--- src/hdl/rdvam_pkg.sv ---
// ----------------------------------------------------------------------------
// rdvam_pkg
// Shared codes, defaults and types for the rendezvous address map.
// ----------------------------------------------------------------------------
package rdvam_pkg;

  // Default sizes handed to the top level.
  localparam int MAX_ENTRIES_DEF = 64;
  localparam int ADDR_BITS_DEF   = 64;

  // Fixed field widths of the stream words.
  localparam int WEIGHT_W  = 32;
  localparam int BLOCK_W   = 64;
  localparam int BIT_CNT_W = 6;   // counts the block number bits
  localparam int IDX_OUT_W = 6;
  localparam int CNT_OUT_W = 7;
  localparam int VERSION_W = 64;
  localparam int ADDR_OUT_W = 64;

  // Command codes.
  localparam logic [2:0] CMD_ADD   = 3'd0;
  localparam logic [2:0] CMD_RV    = 3'd1;
  localparam logic [2:0] CMD_BLOCK = 3'd2;
  localparam logic [2:0] CMD_NTH   = 3'd3;
  localparam logic [2:0] CMD_CLEAR = 3'd4;

  // Status codes.
  localparam logic [1:0] ST_OK       = 2'd0;
  localparam logic [1:0] ST_NOTFOUND = 2'd1;
  localparam logic [1:0] ST_FULL     = 2'd2;

  // Operations of the shared arithmetic unit.
  typedef enum logic {
    UOP_SCORE,   // low 32 bits of a * b
    UOP_MOD      // one restoring step of a remainder
  } unit_op_e;

  typedef struct packed {
    unit_op_e              op;
    logic [WEIGHT_W-1:0]   a;
    logic [WEIGHT_W-1:0]   b;
    logic                  shift_in;
  } unit_req_t;

endpackage

--- src/hdl/rdvam_unit.sv ---
// ----------------------------------------------------------------------------
// rdvam_unit
// Shared arithmetic unit: 32x32 score multiply or one remainder step.
// ----------------------------------------------------------------------------
module rdvam_unit #(
  parameter int CNT_W = 7
) (
  input  logic                           clk_i,
  input  logic                           en_i,
  input  rdvam_pkg::unit_req_t           req_i,
  output logic [rdvam_pkg::WEIGHT_W-1:0] result_o
);

  logic [rdvam_pkg::WEIGHT_W-1:0] score;
  logic [CNT_W:0]                 trial;
  logic [CNT_W:0]                 divisor;
  logic [CNT_W:0]                 rem;
  logic [rdvam_pkg::WEIGHT_W-1:0] res_d;

  // score: low word of the product
  assign score = req_i.a * req_i.b;

  // shift one dividend bit into the remainder, subtract if it fits
  always_comb begin
    trial   = {req_i.a[CNT_W-1:0], req_i.shift_in};
    divisor = {1'b0, req_i.b[CNT_W-1:0]};
    rem     = (trial >= divisor) ? (trial - divisor) : trial;
  end

  always_comb begin
    unique case (req_i.op)
      rdvam_pkg::UOP_SCORE: res_d = score;
      rdvam_pkg::UOP_MOD:   res_d = rdvam_pkg::WEIGHT_W'(rem[CNT_W-1:0]);
      default:              res_d = score;
    endcase
  end

  always_ff @(posedge clk_i) begin
    if (en_i) begin
      result_o <= res_d;
    end
  end

endmodule

--- config.mk ---
export PLATFORM = sky130hd
export DESIGN_NAME = rdvam_unit
export DESIGN_NICKNAME = d
export VERILOG_FILES = /design/src/hdl/rdvam_pkg.sv /design/src/hdl/rdvam_unit.sv
export SDC_FILE = /design/constraint.sdc
export NUM_CORES = 1
export LEC_CHECK = 0
export BUFFER_PORTS_ARGS = -buffer_cell sky130_fd_sc_hd__buf_2
export CAP_MARGIN = 30
export CORE_UTILIZATION = 38
export CTS_BUF_LIST = sky130_fd_sc_hd__clkbuf_8 sky130_fd_sc_hd__clkbuf_16
export DETAILED_ROUTE_END_ITERATION = 8
export SLEW_MARGIN = 20
export SYNTH_ARGS = -nofsm -noshare
export SYNTH_HDL_FRONTEND = slang
export SYNTH_SLANG_ARGS = --single-unit
export TNS_END_PERCENT = 20
--- constraint.sdc ---
create_clock -name clk_i -period 15.6 [get_ports clk_i]
set_clock_uncertainty 0.05 [all_clocks]
set_input_delay 3.12 -clock clk_i [delete_from_list [all_inputs] [get_ports clk_i]]
set_output_delay 3.12 -clock clk_i [all_outputs]
set_load 0.03 [all_outputs]
### Word level (Yosys, flattened, before mapping)

Cells that the tools add are included.

| word-level totals | value |
|---|---|
| register bits | 32 |
| latch bits | 0 |
| bits in writable memories | 0 |
| memory bits (read-only) | 0 |
| bits of input ports | 68 |
| output and inout port bits | 32 |
| word-level logic and storage cells | 7 |
| memories kept | 0 |

| operators by class | value |
|---|---|
| add/sub/neg operators | 1 |
| multiply operators | 1 |
| divide/modulo/power cells | 0 |
| order comparisons | 1 |
| eq/ne operators | 0 |
| shift operators | 0 |
| muxes and demuxes | 2 |
| bitwise gates (word level) | 1 |
| reductions and logical operators | 0 |

Operators with widths:

| cell | count |
|---|---|
| $pmux W32 S2 | 1 |
| $mul A32 B32 Y32 | 1 |
| $ge A8 B7 Y1 | 1 |
| $mux W7 | 1 |
| $sub A7 B7 Y7 | 1 |
| $not A1 Y1 | 1 |

### Longest topological paths before layout

| depth | value |
|---|---|
| depth in word-level cells | 3 |
| gate-level depth with buffers | 27 |
| depth with buffers taken out | 25 |

### Worst setup path before layout

No wires, ideal clock.

| path | value |
|---|---|
| path type | input -> register |
| start | input req_i[3] (netlist bit) |
| end | register result_o[30] (netlist bit) (data pin) |
| setup time | 261 ps |
| arrival time | 9313 ps |
| required time | 15289 ps |
| setup slack | 5976 ps |
| stages | 25 |
| path buffers | 2 |
| cells stage by stage | clkbuf_1 -> clkbuf_1 -> and2_1 -> fa_1 -> inv_1 -> fa_1 -> fa_1 -> fa_1 -> inv_1 -> fa_1 -> inv_1 -> fa_1 -> inv_1 -> fa_1 -> fa_1 -> ha_1 -> nand3_1 -> nor2_1 -> nand3_1 -> a21oi_2 -> o311ai_2 -> a21boi_2 -> nand3_1 -> and3_1 -> a311o_1 |

| between the ends | value |
|---|---|
| cells in the longest elaborated chain, start to end | 2 |

RTL lines:

| item | line | source |
|---|---|---|
| start, declared | rdvam_unit.sv:10 | `input rdvam_pkg::unit_req_t req_i,` |
| $mul A32 B32 Y32 | rdvam_unit.sv:21 | `assign score = req_i.a * req_i.b;` |
| $pmux W32 S2 | rdvam_unit.sv:31 | `unique case (req_i.op)` |
| end signal, assigned | rdvam_unit.sv:40 | `result_o <= res_d;` |
| end, declared | rdvam_unit.sv:11 | `output logic [rdvam_pkg::WEIGHT_W-1:0] result_o` |

No other way between the ends.
A chain may end at the register's enable or synchronous reset.

### Final worst setup path

| path | value |
|---|---|
| start | input req_i[4] (netlist bit) |
| end | register result_o[29] (netlist bit) (data pin) |

Same word-level chain as after synthesis.

==> flow_metrics.tcl <==
set metrics [dict create \
    outcome "completed" \
    synthArstFlopShare_pct 0 \
    cp-end-kind "register" \
    clk_pin_slew_ns 0.07 \
    vias 12270 \
    drive_gt1_share_pct 6.472 \
    fin_setup_tns_ns 0 \
    seq_area_frac_synth_pct 5.572 \
    syn_nets 2480 \
    top_regs "result_o (32)" \
    crit_path_cell_trace "buf_2 > and2_1 > fa_1 > inv_1 > fa_1 > fa_1 > fa_1 > inv_1 > fa_1 > inv_1 > fa_1 > inv_1 > fa_1 > fa_1 > ha_1 > nand3_1 > nor2_1 > a221oi_1 > nor3_1 > nor2_2 > a211oi_1 > o22ai_1 > xor2_1 > nor2_1" \
    worst_ep_arrival_time_ns 10.12 \
    synth-warning-count 0 \
    ant_nets 0 \
    drtPass1Iterations 4 \
    synth_edf_count 32 \
    die_w_um 215.0 \
    yosys-top-cells-area "fa_1 (47%), and2_1 (11%), ha_1 (9.9%)" \
    portBuffers 99 \
    dp_hpwl_um 37790 \
    slowest_delay_ns 0.55 \
    area_growth_pct 6.101 \
    drt_first_iter_violations 668 \
    period_minus_slack_ns 10.14 \
    cpMostUsedCell "fa_1" \
    root_buffer "clkbuf_16" \
    fin_crit_sh_pct 65.03 \
    grt_pass1_vias 13790 \
    ctsResizeCount 0 \
    synthesis.area_sq_um 17250 \
    synth_flop_cell "edfxtp_1" \
    routed_via_density 4.952 \
    cts_hold_buf 0 \
    core-area_sq_um 44510 \
    placed_cells 2470 \
    cp.required_ns 15.57 \
    die_h_um 215.0 \
    crit_path_start_kind "input pin" \
    gp_congestion 0.8619 \
    avgSynthCellArea_sq_um 9.238 \
    grt_max_degree 41 \
    post_drt_wl_per_cell_um 18.85 \
    synth_top_cells_by_count "fa_1 (409), inv_1 (396), and2_1 (292)" \
    largest_reg_flops 32 \
    grt.total_usage_pct 21.31 \
    rows 77 \
    cts_tree "yes" \
    pin_count 100 \
    final_cell_count_no_fill 2477 \
    drcViolationCount 0 \
    dieArea_sq_um 46240 \
    synth.distinct_cells 54 \
    synth_top_area_share_pct 47.48 \
    clock-sinks 32 \
    antenna_found_initial 5 \
    nets 2498 \
    drv_cap 0 \
    hp-class "input pin to register" \
    wl_um 46690 \
    slew-limit-headroom_pct 41.34 \
    grt_first_pass_wirelength_um 75990 \
    cts_made_buffers 5 \
    cp_slowest_cell "fa_1" \
    synth_cells 1867 \
    finalHoldViolations 0 \
    crit_fanout 29 \
    rsz0062_at_grt "false" \
    regMostFlops "result_o" \
    finalSetupViolations 0 \
    htreeDepth 2 \
    synth_most_common_cell "fa_1" \
    worst_pin_slew_ns 0.8800 \
    post_cts_buffers 0 \
    antenna_cells 0 \
    start_util_pct 38.75 \
    synth_seq_cells 32 \
    finalMaxSlewViolations 0 \
    cts_buffer_depth 2 \
    setup.worst_path.class "input pin to register" \
    yosysTopAreaCell "fa_1" \
    max_freq_mhz 98.58 \
    grt-ovfl-total 0 \
]
==> area by class of cell <==
type / count / area (sq um)
Fill cell: 4389 / 26210
Multi-Input combinational cell: 1346 / 14450
Inverter: 397 / 1490
Sequential cell: 32 / 960.9
Tap cell: 592 / 740.7
Timing Repair Buffer: 103 / 523.0
Clock buffer: 5 / 125.1
Clock inverter: 2 / 7.507
==> path summary, 6_finish.rpt <==
check	endpoint	startpoint	depth (start not counted)	slack [ns]
setup / recovery	result_o[29]	req_i[4]	24	5.46
hold / removal	result_o[0]	req_i[0]	5	3.21
==> per-stage QoR <==
stage	setup WS [ns]	util, %	hold WS, ns	instance area (sq um)
final	5.456	41.11	3.205	18300
after CTS	5.451	41.11	3.184	18300
after floorplan	5.976	-	3.183	17250
after global placement	5.274	40.80	3.492	18160
after global routing	5.066	41.11	3.222	18300
after detailed placement	5.129	40.81	3.496	18170
==> logic make-up (layout without fill, tap and decap cells) <==
kind of cell	after synthesis	after routing	synth area share, %
adders and majority gates	545	545	57.34
muxes	2	2	0.1233
buffers and inverters	489	507	10.67
DFF	32	32	5.572
AOI/OAI and AO/OA	100	100	3.939
xor gates and xnor gates	80	80	4.063
and+or+nand+nor	619	619	18.29
==> cells in the final DEF, fill, tap and decap left out, types with 2 or more instances in the layout <==
| master | netlist | final |
|---|---|---|
| o21ai_0 | 11 | 11 |
| buf_2 | 4 | 100 |
| fa_1 | 409 | 409 |
| or2_2 | 2 | 2 |
| inv_1 | 396 | 396 |
| nor2b_1 | 4 | 4 |
| nand2_1 | 244 | 244 |
| o21bai_1 | 2 | 2 |
| ha_1 | 136 | 136 |
| o211ai_1 | 3 | 3 |
| nor3_1 | 13 | 13 |
| a31oi_1 | 2 | 2 |
| clkbuf_16 | 0 | 5 |
| clkinv_1 | 1 | 3 |
| xnor2_1 | 60 | 60 |
| nand3_1 | 8 | 8 |
| buf_4 | 0 | 3 |
| o21a_1 | 3 | 3 |
| nand2b_1 | 5 | 5 |
| a21oi_1 | 28 | 28 |
| xor2_1 | 20 | 20 |
| o21ai_1 | 8 | 8 |
| a21boi_2 | 2 | 2 |
| and2_1 | 292 | 292 |
| edfxtp_1 | 32 | 32 |
| nor3b_1 | 4 | 4 |
| nand4_1 | 3 | 3 |
| nor2_1 | 37 | 37 |
| a211oi_1 | 7 | 7 |
| a21o_1 | 17 | 17 |
| and3_1 | 2 | 2 |
==> routing by layer <==
layer  wire (um)  GRT usage [%]  part of all wire [%]  vias up
met4        1270          6.099                   2.7        8
li1            -              -                     -     5497
met5          46              0                 0.099        -
met1       20640          28.81                    44     6371
met3        2363          2.619                   5.1       66
met2       22360          35.89                    48      324
==> critical path, delay by kind of cell <==
kind,cells,cell delay [ns]
xor gates and xnor gates,1,0.17
and+or+nand+nor,6,0.98
AOI/OAI and AO/OA,3,0.86
buffers and inverters,5,0.74
adders and majority gates,9,4.22
Power is not shown: default switching activity piles up to over one toggle a cycle in this logic, so the estimate is an artifact.
